$ cat config.mk
export PLATFORM = sky130hd
export DESIGN_NAME = sensor_scratchpad_thermostat_unit
export DESIGN_NICKNAME = d
export VERILOG_FILES = /design/src/rtl/sst_pkg.sv /design/src/rtl/sensor_scratchpad_thermostat_unit.sv
export SDC_FILE = /design/constraint.sdc
export NUM_CORES = 1
export LEC_CHECK = 0
export BUFFER_PORTS_ARGS = -buffer_cell sky130_fd_sc_hd__buf_4
export CAP_MARGIN = 0
export CORE_ASPECT_RATIO = 0.7
export CORE_MARGIN = 4
export CORE_UTILIZATION = 65
export DETAILED_ROUTE_END_ITERATION = 10
export GPL_TIMING_DRIVEN = 1
export PLACE_DENSITY = 0.86
export SLEW_MARGIN = 20
export SYNTH_ARGS = -nofsm -noshare
export SYNTH_HDL_FRONTEND = slang
export SYNTH_SLANG_ARGS = --single-unit
$ cat constraint.sdc
create_clock -name clk -period 6.75 [get_ports clk]
set_input_delay 2.025 -clock clk [delete_from_list [all_inputs] [get_ports clk]]
set_output_delay 2.025 -clock clk [all_outputs]
set_load 0.05 [all_outputs]
$ cat src/rtl/sst_pkg.sv
package sst_pkg;

    // Item kinds on the slave side (tuser)
    localparam logic OP_BYTE = 1'b0;
    localparam logic OP_TICK = 1'b1;

    // Frame end status
    localparam logic [1:0] STATUS_NONE   = 2'd0;
    localparam logic [1:0] STATUS_ACCEPT = 2'd1;
    localparam logic [1:0] STATUS_REJECT = 2'd2;

    // Configuration register indexes
    localparam int CFG_INDEX_W = 2;
    typedef logic [CFG_INDEX_W-1:0] cfg_index_t;
    localparam cfg_index_t REG_LOW_THRESHOLD    = 2'd0;
    localparam cfg_index_t REG_HYSTERESIS       = 2'd1;
    localparam cfg_index_t REG_CONTROL_INTERVAL = 2'd2;
    localparam cfg_index_t REG_LOG_INTERVAL     = 2'd3;
    localparam int CFG_DATA_W = 16;

    // Configuration reset values
    localparam logic [11:0] LOW_THRESHOLD_RST    = 12'd288;
    localparam logic [11:0] HYSTERESIS_RST       = 12'd16;
    localparam logic [15:0] CONTROL_INTERVAL_RST = 16'd30;
    localparam logic [15:0] LOG_INTERVAL_RST     = 16'd10;

    // Scratchpad layout
    localparam logic [3:0] FRAME_BYTES  = 4'd9;
    localparam logic [3:0] COUNT_MAX    = 4'd15;
    localparam logic [3:0] POS_RAW_LOW  = 4'd0;
    localparam logic [3:0] POS_RAW_HIGH = 4'd1;
    localparam logic [3:0] POS_CONFIG   = 4'd4;

    // Resolution codes from config byte bits 6..5
    localparam logic [1:0] RES_9BIT  = 2'd0;
    localparam logic [1:0] RES_10BIT = 2'd1;
    localparam logic [1:0] RES_11BIT = 2'd2;
    localparam logic [1:0] RES_12BIT = 2'd3;

    localparam logic [7:0] CRC_POLY = 8'h8C;

    localparam int IN_TDATA_W  = 8;
    localparam int OUT_TDATA_W = 24;

    typedef struct packed {
        logic [1:0]  pad;
        logic        log_due;
        logic        control_done;
        logic [1:0]  reading_status;
        logic [15:0] temperature;
        logic        overshoot_alert;
        logic        heat_on;
    } result_t;

    // One byte of the reflected 1-Wire CRC-8
    function automatic logic [7:0] crc8_step(input logic [7:0] crc, input logic [7:0] b);
        logic [7:0] c;
        c = crc;
        for (int i = 0; i < 8; i++)
        begin
            if (c[0] ^ b[i])
                c = (c >> 1) ^ CRC_POLY;
            else
                c = c >> 1;
        end
        return c;
    endfunction

    function automatic logic [15:0] res_mask(input logic [1:0] res);
        logic [15:0] m;
        unique case (res)
            RES_9BIT:  m = 16'hFFF8;
            RES_10BIT: m = 16'hFFFC;
            RES_11BIT: m = 16'hFFFE;
            RES_12BIT: m = 16'hFFFF;
            default:   m = 16'hFFFF;
        endcase
        return m;
    endfunction

endpackage

$ cat src/rtl/sensor_scratchpad_thermostat_unit.sv
// Hysteresis thermostat fed by 1-Wire thermometer scratchpad reads. Each slave item is either a
// scratchpad byte (s_tuser = 0, byte in s_tdata, s_tlast on the final byte of a read) or a
// one-second tick (s_tuser = 1). Bytes run through the 1-Wire CRC-8; a read of exactly nine
// bytes whose CRC leaves zero stores bytes 0/1 as the temperature in 1/16 degree, with low bits
// cleared per the resolution field of byte 4. Ticks advance saturating control and log
// counters; a control decision (only once a reading has been stored) turns the heater on below
// low_threshold and off at or above low_threshold + hysteresis, and raises the overshoot alert
// above that sum. Every item yields exactly one result item. Throughput is one item per clock
// while m_tready does not stall the result register; an item passes the input register, then the
// result register, with one pass of CRC step / compare logic between them. Configuration writes
// are always accepted and must only be made while the block is idle.
module sensor_scratchpad_thermostat_unit
(
    input  logic                            clk,
    input  logic                            rst_n,
    // slave stream
    input  logic                            s_tvalid,
    output logic                            s_tready,
    input  logic [sst_pkg::IN_TDATA_W-1:0]  s_tdata,   // [7:0] data_byte
    input  logic                            s_tlast,   // frame_last
    input  logic                            s_tuser,   // op
    // master stream
    output logic                            m_tvalid,
    input  logic                            m_tready,
    output logic [sst_pkg::OUT_TDATA_W-1:0] m_tdata,   // [0] heat_on, [1] overshoot_alert,
                                                       // [17:2] temperature, [19:18]
                                                       // reading_status, [20] control_done,
                                                       // [21] log_due, [23:22] zero
    // configuration write channel
    input  logic                            cfg_valid,
    output logic                            cfg_ready,
    input  sst_pkg::cfg_index_t             cfg_index,
    input  logic [sst_pkg::CFG_DATA_W-1:0]  cfg_data
);
    import sst_pkg::*;

    // configuration
    logic [11:0] low_threshold_reg;
    logic [11:0] hysteresis_reg;
    logic [15:0] control_interval_reg;
    logic [15:0] log_interval_reg;

    // input register
    logic       in_valid_reg;
    logic       in_op_reg;
    logic [7:0] in_byte_reg;
    logic       in_last_reg;

    // block state
    logic [7:0]  crc_reg,         crc_next;
    logic [3:0]  byte_count_reg,  byte_count_next;
    logic [7:0]  raw_low_reg,     raw_low_next;
    logic [7:0]  raw_high_reg,    raw_high_next;
    logic [1:0]  res_reg,         res_next;
    logic [15:0] temp_reg,        temp_next;
    logic        reading_valid_reg, reading_valid_next;
    logic        heater_state_reg,  heater_state_next;
    logic        alert_state_reg,   alert_state_next;
    logic [15:0] ctrl_elapsed_reg,  ctrl_elapsed_next;
    logic [15:0] log_elapsed_reg,   log_elapsed_next;

    // result register
    logic    out_valid_reg;
    result_t out_reg, out_next;

    logic advance;

    // The input stage moves on whenever the result register is free or being drained.
    assign advance   = in_valid_reg && (!out_valid_reg || m_tready);
    assign s_tready  = !in_valid_reg || advance;
    assign cfg_ready = 1'b1;
    assign m_tvalid  = out_valid_reg;
    assign m_tdata   = out_reg;

    always_ff @(posedge clk or negedge rst_n)
    begin
        if (!rst_n)
        begin
            low_threshold_reg    <= LOW_THRESHOLD_RST;
            hysteresis_reg       <= HYSTERESIS_RST;
            control_interval_reg <= CONTROL_INTERVAL_RST;
            log_interval_reg     <= LOG_INTERVAL_RST;
        end
        else if (cfg_valid)
        begin
            unique case (cfg_index)
                REG_LOW_THRESHOLD:    low_threshold_reg    <= cfg_data[11:0];
                REG_HYSTERESIS:       hysteresis_reg       <= cfg_data[11:0];
                REG_CONTROL_INTERVAL: control_interval_reg <= cfg_data;
                REG_LOG_INTERVAL:     log_interval_reg     <= cfg_data;
                default: ;
            endcase
        end
    end

    // Input register
    always_ff @(posedge clk or negedge rst_n)
    begin
        if (!rst_n)
            in_valid_reg <= 1'b0;
        else if (s_tready)
            in_valid_reg <= s_tvalid;
    end

    always_ff @(posedge clk)
    begin
        if (s_tvalid && s_tready)
        begin
            in_op_reg   <= s_tuser;
            in_byte_reg <= s_tdata;
            in_last_reg <= s_tlast;
        end
    end

    // Single pass: one CRC step, field capture, or counter update and compare
    logic               [15:0] ctrl_inc, log_inc;
    logic               [15:0] raw_word;
    logic               ctrl_fire, log_fire;
    logic signed [16:0] tc, tmin, top;
    logic [1:0]         status;

    always_comb
    begin
        crc_next           = crc_reg;
        byte_count_next    = byte_count_reg;
        raw_low_next       = raw_low_reg;
        raw_high_next      = raw_high_reg;
        res_next           = res_reg;
        temp_next          = temp_reg;
        reading_valid_next = reading_valid_reg;
        heater_state_next  = heater_state_reg;
        alert_state_next   = alert_state_reg;
        ctrl_elapsed_next  = ctrl_elapsed_reg;
        log_elapsed_next   = log_elapsed_reg;
        status             = STATUS_NONE;
        ctrl_fire          = 1'b0;
        log_fire           = 1'b0;

        ctrl_inc = (ctrl_elapsed_reg == 16'hFFFF) ? ctrl_elapsed_reg : ctrl_elapsed_reg + 16'd1;
        log_inc  = (log_elapsed_reg == 16'hFFFF) ? log_elapsed_reg : log_elapsed_reg + 16'd1;

        tc   = {temp_reg[15], temp_reg};
        tmin = {{5{low_threshold_reg[11]}}, low_threshold_reg};
        top  = tmin + {{5{hysteresis_reg[11]}}, hysteresis_reg};

        if (in_op_reg == OP_BYTE)
        begin
            crc_next = crc8_step(crc_reg, in_byte_reg);
            if (byte_count_reg == POS_RAW_LOW)
                raw_low_next = in_byte_reg;
            if (byte_count_reg == POS_RAW_HIGH)
                raw_high_next = in_byte_reg;
            if (byte_count_reg == POS_CONFIG)
                res_next = in_byte_reg[6:5];
            if (byte_count_reg != COUNT_MAX)
                byte_count_next = byte_count_reg + 4'd1;
        end
        raw_word = {raw_high_next, raw_low_next} & res_mask(res_next);

        if (in_op_reg == OP_BYTE)
        begin
            if (in_last_reg)
            begin
                if (byte_count_next == FRAME_BYTES && crc_next == 8'h00)
                begin
                    temp_next          = raw_word;
                    reading_valid_next = 1'b1;
                    status             = STATUS_ACCEPT;
                end
                else
                    status = STATUS_REJECT;
                crc_next        = 8'h00;
                byte_count_next = 4'd0;
            end
        end
        else
        begin
            ctrl_elapsed_next = ctrl_inc;
            log_elapsed_next  = log_inc;
            if (reading_valid_reg && ctrl_inc >= control_interval_reg)
            begin
                ctrl_elapsed_next = 16'd0;
                ctrl_fire         = 1'b1;
                // off wins over on
                if (tc >= top)
                    heater_state_next = 1'b0;
                else if (tc < tmin)
                    heater_state_next = 1'b1;
                alert_state_next = (tc > top);
            end
            if (log_inc >= log_interval_reg)
            begin
                log_elapsed_next = 16'd0;
                log_fire         = 1'b1;
            end
        end

        out_next.pad             = 2'b00;
        out_next.log_due         = log_fire;
        out_next.control_done    = ctrl_fire;
        out_next.reading_status  = status;
        out_next.temperature     = temp_next;
        out_next.overshoot_alert = alert_state_next;
        out_next.heat_on         = heater_state_next;
    end

    always_ff @(posedge clk or negedge rst_n)
    begin
        if (!rst_n)
        begin
            crc_reg           <= 8'h00;
            byte_count_reg    <= 4'd0;
            raw_low_reg       <= 8'h00;
            raw_high_reg      <= 8'h00;
            res_reg           <= RES_9BIT;
            temp_reg          <= 16'h0000;
            reading_valid_reg <= 1'b0;
            heater_state_reg  <= 1'b0;
            alert_state_reg   <= 1'b0;
            ctrl_elapsed_reg  <= 16'd0;
            log_elapsed_reg   <= 16'd0;
        end
        else if (advance)
        begin
            crc_reg           <= crc_next;
            byte_count_reg    <= byte_count_next;
            raw_low_reg       <= raw_low_next;
            raw_high_reg      <= raw_high_next;
            res_reg           <= res_next;
            temp_reg          <= temp_next;
            reading_valid_reg <= reading_valid_next;
            heater_state_reg  <= heater_state_next;
            alert_state_reg   <= alert_state_next;
            ctrl_elapsed_reg  <= ctrl_elapsed_next;
            log_elapsed_reg   <= log_elapsed_next;
        end
    end

    // Result register
    always_ff @(posedge clk or negedge rst_n)
    begin
        if (!rst_n)
            out_valid_reg <= 1'b0;
        else if (advance)
            out_valid_reg <= 1'b1;
        else if (m_tready)
            out_valid_reg <= 1'b0;
    end

    always_ff @(posedge clk)
    begin
        if (advance)
            out_reg <= out_next;
    end

    // A frame end always restarts the CRC and byte count
    a_frame_restart: assert property (@(posedge clk) disable iff (!rst_n)
        advance && in_op_reg == OP_BYTE && in_last_reg
        |=> byte_count_reg == 4'd0 && crc_reg == 8'h00)
        else $error("CRC or byte count not cleared after frame end");

    // No control decision without a stored reading
    a_ctrl_needs_reading: assert property (@(posedge clk) disable iff (!rst_n)
        advance && ctrl_fire |-> reading_valid_reg)
        else $error("control decision made with no valid reading");

    // An accepted frame leaves a valid reading behind
    a_accept_sets_valid: assert property (@(posedge clk) disable iff (!rst_n)
        advance && status == STATUS_ACCEPT |=> reading_valid_reg)
        else $error("accepted reading not marked valid");

    // Overshoot implies the heater was switched off
    a_alert_heat_off: assert property (@(posedge clk) disable iff (!rst_n)
        alert_state_reg |-> !heater_state_reg)
        else $error("heater on while overshoot alert set");

endmodule

Word-level counts from Yosys, hierarchy flattened
Index checks and enable logic that the tools add are counted.
{ "totals": {"regBits": 171, "in_bits": 33, "out_inout_bits": 27, "elab_cells": 133} }
{ "op_classes": {"addsub": 4, "n_lt_le_gt_ge": 5, "eq_ne": 12, "muxes": 47, "bitwise": 19, "reduce_logical": 20} }
{ "ops": {"columns": ["operator", "n"], "rows": [
  ["$mux 8", 22],
  ["$mux 16", 7],
  ["$pmux 16 s4", 1],
  ["$add 16x1->16 const B", 2],
  ["$eq 16x16->1 const B", 2],
  ["$ge 16x16->1", 2],
  ["$not 2->3", 8],
  ["$and 16x16->16", 1],
  ["$ge 16x13->1", 1],
  ["$gt 16x13->1", 1],
  ["$lt 16x12->1", 1],
  ["$mux 4", 4],
  ["$add 12x12->13", 1],
  ["$mux 1", 10],
  ["$reduce_and 2->1", 5],
  ["$eq 2x2->1 const B", 4],
  ["$logic_not 8->1", 1],
  ["$xor 1x1->1", 8],
  ["$mux 2", 3],
  ["$add 4x1->4 const B", 1],
  ["$eq 2x1->1 const B", 2],
  ["$eq 4x1->1 const B", 1],
  ["$eq 4x3->1 const B", 1],
  ["$eq 4x4->1 const B", 1],
  ["10 further kinds", 17]
]} }

Depth between registers and ports, before layout
{ "logic_depth": {"word_depth": 29, "mapped_depth": 18, "depth_no_buf": 18} }

Worst setup path after synthesis
OpenSTA, ideal clock, no wires.
{ "synth_path": {"path_kind": "input to output", "startpoint": "input m_tready", "endpoint": "output s_tready", "arrival_time_ns": 2.508, "required_ns": 4.725, "setup_slack_ns": 2.217, "cell_stages": 1, "n_path_buf": 0, "cell_sequence": "nand3b_1"} }
{ "synth_via": {"elab_chain_cells": 3} }
{ "synth_lines": {"columns": ["element", "line_no", "text"], "rows": [
  ["from (decl)", "sensor_scratchpad_thermostat_unit.sv:24", "input logic m_tready,"],
  ["$logic_or 1x1->1", "sensor_scratchpad_thermostat_unit.sv:69", "assign advance = in_valid_reg && (!out_valid_reg || m_tready);"],
  ["$logic_and 1x1->1", "sensor_scratchpad_thermostat_unit.sv:69", null],
  ["$logic_or 1x1->1", "sensor_scratchpad_thermostat_unit.sv:70", "assign s_tready = !in_valid_reg || advance;"],
  ["to (decl)", "sensor_scratchpad_thermostat_unit.sv:18", "output logic s_tready,"]
]} }
Every way passes these cells.

Worst setup path in the final report
Ends and elaborated chain as after synthesis.

==> key figures <==
Synth
  • Post-Syn Instances: 970
  • Cell variety after synth: 66
  • Largest area contributor in the netlist: dfrtp_1
  • Register bit count reported by yosys: 171
  • Post-Synthesis Cell Area: 9950 um2
  • Syn Area/Cell: 10.26 um2
  • Yosys warns: 0
  • EDFF count, synth: 32
  • Top FF cell, synth: dfrtp_1
  • Cells taking the most area after synthesis: dfrtp_1, ha_1, edfxtp_1, mux2_2, nand2_1
  • Top cell type's share of synthesized area: 32.70%
  • Ys async rst share: 81.29%
  • Register area share after synthesis: 44.73%

Clocking
  • Post_cts resized: 0
  • Inserted Clock Buffers: 17
  • Reg clk slew, reported paths: 70 ps
  • Clock tree sinks: 171
  • CTS Root Cell: clkbuf_16
  • CTS HTree Levels: 4
  • Clk Latency, worst-skew pair: 440 ps
  • Clock buffer depth: 2
  • Setup Buffers After CTS: 0
  • Post-cts hold buffer count: 0
  • CTS tree: yes

Global route
  • Total grt overflow: 0
  • Largest net degree at the start of global routing: 90
  • First-pass GRT wire length: 38850 um
  • Initial antenna violation count: 0
  • Total track usage: 27.84%
  • Via count of the first global-routing pass: 7671

Setup path
  • CP max stage delay: 220 ps
  • Slowest stage cell, crit path: buf_4
  • Crit-path most repeated cell: buf_4
  • Worst EP arrival: 2540 ps
  • Reg-to-reg startpoint: ctrl_elapsed_reg[4]
  • Reg-to-reg critical path endpoint: ctrl_elapsed_reg[0]
  • R2R depth: 14
  • CP Launch Type: primary input
  • Worst path bufs/invs: 2
  • Crit end category: output pin
  • Worst-path fanout max: 3
  • Worst setup path class: in2out
  • Crit-path leading delay family: buffers and inverters
  • CP Data Required Time: 4720 ps
  • Reg-to-reg setup timing slack: 2210 ps
  • Crit-path cells: buf_4 -> nand3b_1 -> buf_4

Die
  • Die W: 155.9 um
  • Total die area: 17380 um2
  • Starting Density: 66.95%
  • Die span in y: 111.5 um
  • IO Count: 60
  • Row cnt: 37
  • Area of the core: 14860 um2

Final layout
  • Finished Cell Area: 11180 um2
  • ANT cells: 0
  • Fin nets: 1130
  • Layout area overhead: 12.39%
  • Most frequent cells in the layout: dfrtp_1, nand2_1, ha_1
  • Max reg flops: 22
  • Share of post-route cells with drive strength above 1: 18.22%
  • Layout fillers: 952
  • Commonest non-fill, non-tap cell in the layout: dfrtp_1

Worst hold path
  • Hold Startpoint: res_reg[0]
  • Worst Hold End: res_reg[0]
  • Hold path depth: 2
  • Class of the worst hold path: reg2reg

Pwr
  • Design Power: 0.003652 W
  • Leak: 5.322 nW
  • VDD IR max: 0.0001839 V
  • PwrDens: 326.6 nW/um2

Timing
  • Setup tns final: 0 ps
  • Minimum clock period: 4563 ps
  • Highest clock rate: 219.1 MHz
  • Worst-Margin Slew: 1037 ps
  • Final hold vios: 0
  • Final Setup Violations: 0
  • Final period utilization: 67.61%
  • RSZ-0062 raised after global routing: false
  • Max-slew violations: 0
  • Max-slew headroom at the worst pin: 30.72%
  • Worst Clk Skew: 10.66 ps
  • Hold_ws: 502.9 ps

Place
  • HPWL Detailed: 16290 um
  • Placer Congestion: 0.9268
  • Number of port buffers: 56
  • Post-DP Area: 10550 um2

Detailed routing
  • Via/cell ratio: 6.242
  • Post-DR wirelength/cell: 19.02 um
  • Initial DRC count: 748
  • Antenna-violating nets left: 0
  • WL final: 23340 um
  • DRC Markers: 0
  • Pre-Repair DR Iteration Count: 6
  • DR vias: 7659

Run status
  • Status: complete, no violations

Flow run
  • # Max-Cap Violations: 0
worst register-to-register path, cell delays in order, from the launching register on:
cell     delay (ps)
dfrtp_1         470
and3_1          240
and3_1          260
and4_1          330
nand2_1         310
nand2_1         390
xnor2_1         200
ha_1            290
and2_1          150
o21ai_0         130
o21ai_0         120
o211a_1         280
nor2_2          590
nand2_1         280
o31ai_1         370
through the flow:
| stage | std cells | util, % | setup slack, ps |
|---|---|---|---|
| 4_1_cts | 1227 | 75.20 | 2189 |
| 3_3_place_gp | 1195 | 70.94 | 2212 |
| 5_1_grt | 1227 | 75.25 | 1840 |
| 3_5_place_dp | 1195 | 70.96 | 2192 |
| 2_1_floorplan | 971 | - | 2217 |
| 6_report | 1227 | 75.25 | 2187 |
where the power goes:
group / switching [W] / total, W / internal, W
Sequential: 0.000160 / 0.00141 / 0.00125
Combinational: 0.000649 / 0.00119 / 0.000540
Clock: 0.000442 / 0.00106 / 0.000615
cells in the mapped netlist, drive strengths merged (10+ instances only):
cell,number
nor3,19
nand2,108
inv,64
nor2,46
clkbuf,26
a21o,24
edfxtp,32
xnor2,34
ha,77
o21ai,71
nand4,11
nand2b,10
mux2i,20
xor2,19
a21oi,44
mux2,67
and2,13
and3,11
a22o,10
nand3,28
dfrtp,130
area by class of cell:
class                           count  area, um2  area share (%)
Sequential cell                   171       4451           39.80
Multi-Input combinational cell    702       5145           46.01
Clock buffer                       19      454.2           4.062
Tap cell                          195      244.0           2.182
Timing Repair Buffer               62      469.2           4.196
Clock inverter                     13      175.2           1.567
Inverter                           65      244.0           2.182
cell families after synthesis:
group,count (synthesis),share of synthesized area (%)
and+or+nand+nor,283,13.77
adders and majority gates,78,9.884
other,2,0.07548
xor gates and xnor gates,55,5.684
muxes,87,9.633
buffers and inverters,98,3.898
DFF,171,44.73
AOI/OAI and AO/OA,196,12.32
routing by layer:
metal	share of wire (%)	wire, um	track usage [%]	vias to the layer above
met5	0	0	0	-
met4	2.2	510	9.679	0
met1	45	10520	40.54	3747
met3	8.0	1862	6.099	56
li1	-	-	-	3549
met2	45	10440	41.49	307
worst max path at each step:
stage	slack [ps]	to	cells after the start	startpoint
after floorplan	2220	s_tready	1	m_tready
after global placement	2210	s_tready	3	m_tready
after detailed placement	2190	s_tready	3	m_tready
after CTS	2190	s_tready	3	m_tready
after global routing	1840	ctrl_elapsed_reg[0]	14	ctrl_elapsed_reg[4]
final	2190	s_tready	3	m_tready
Power figures use the tool's default switching activity.
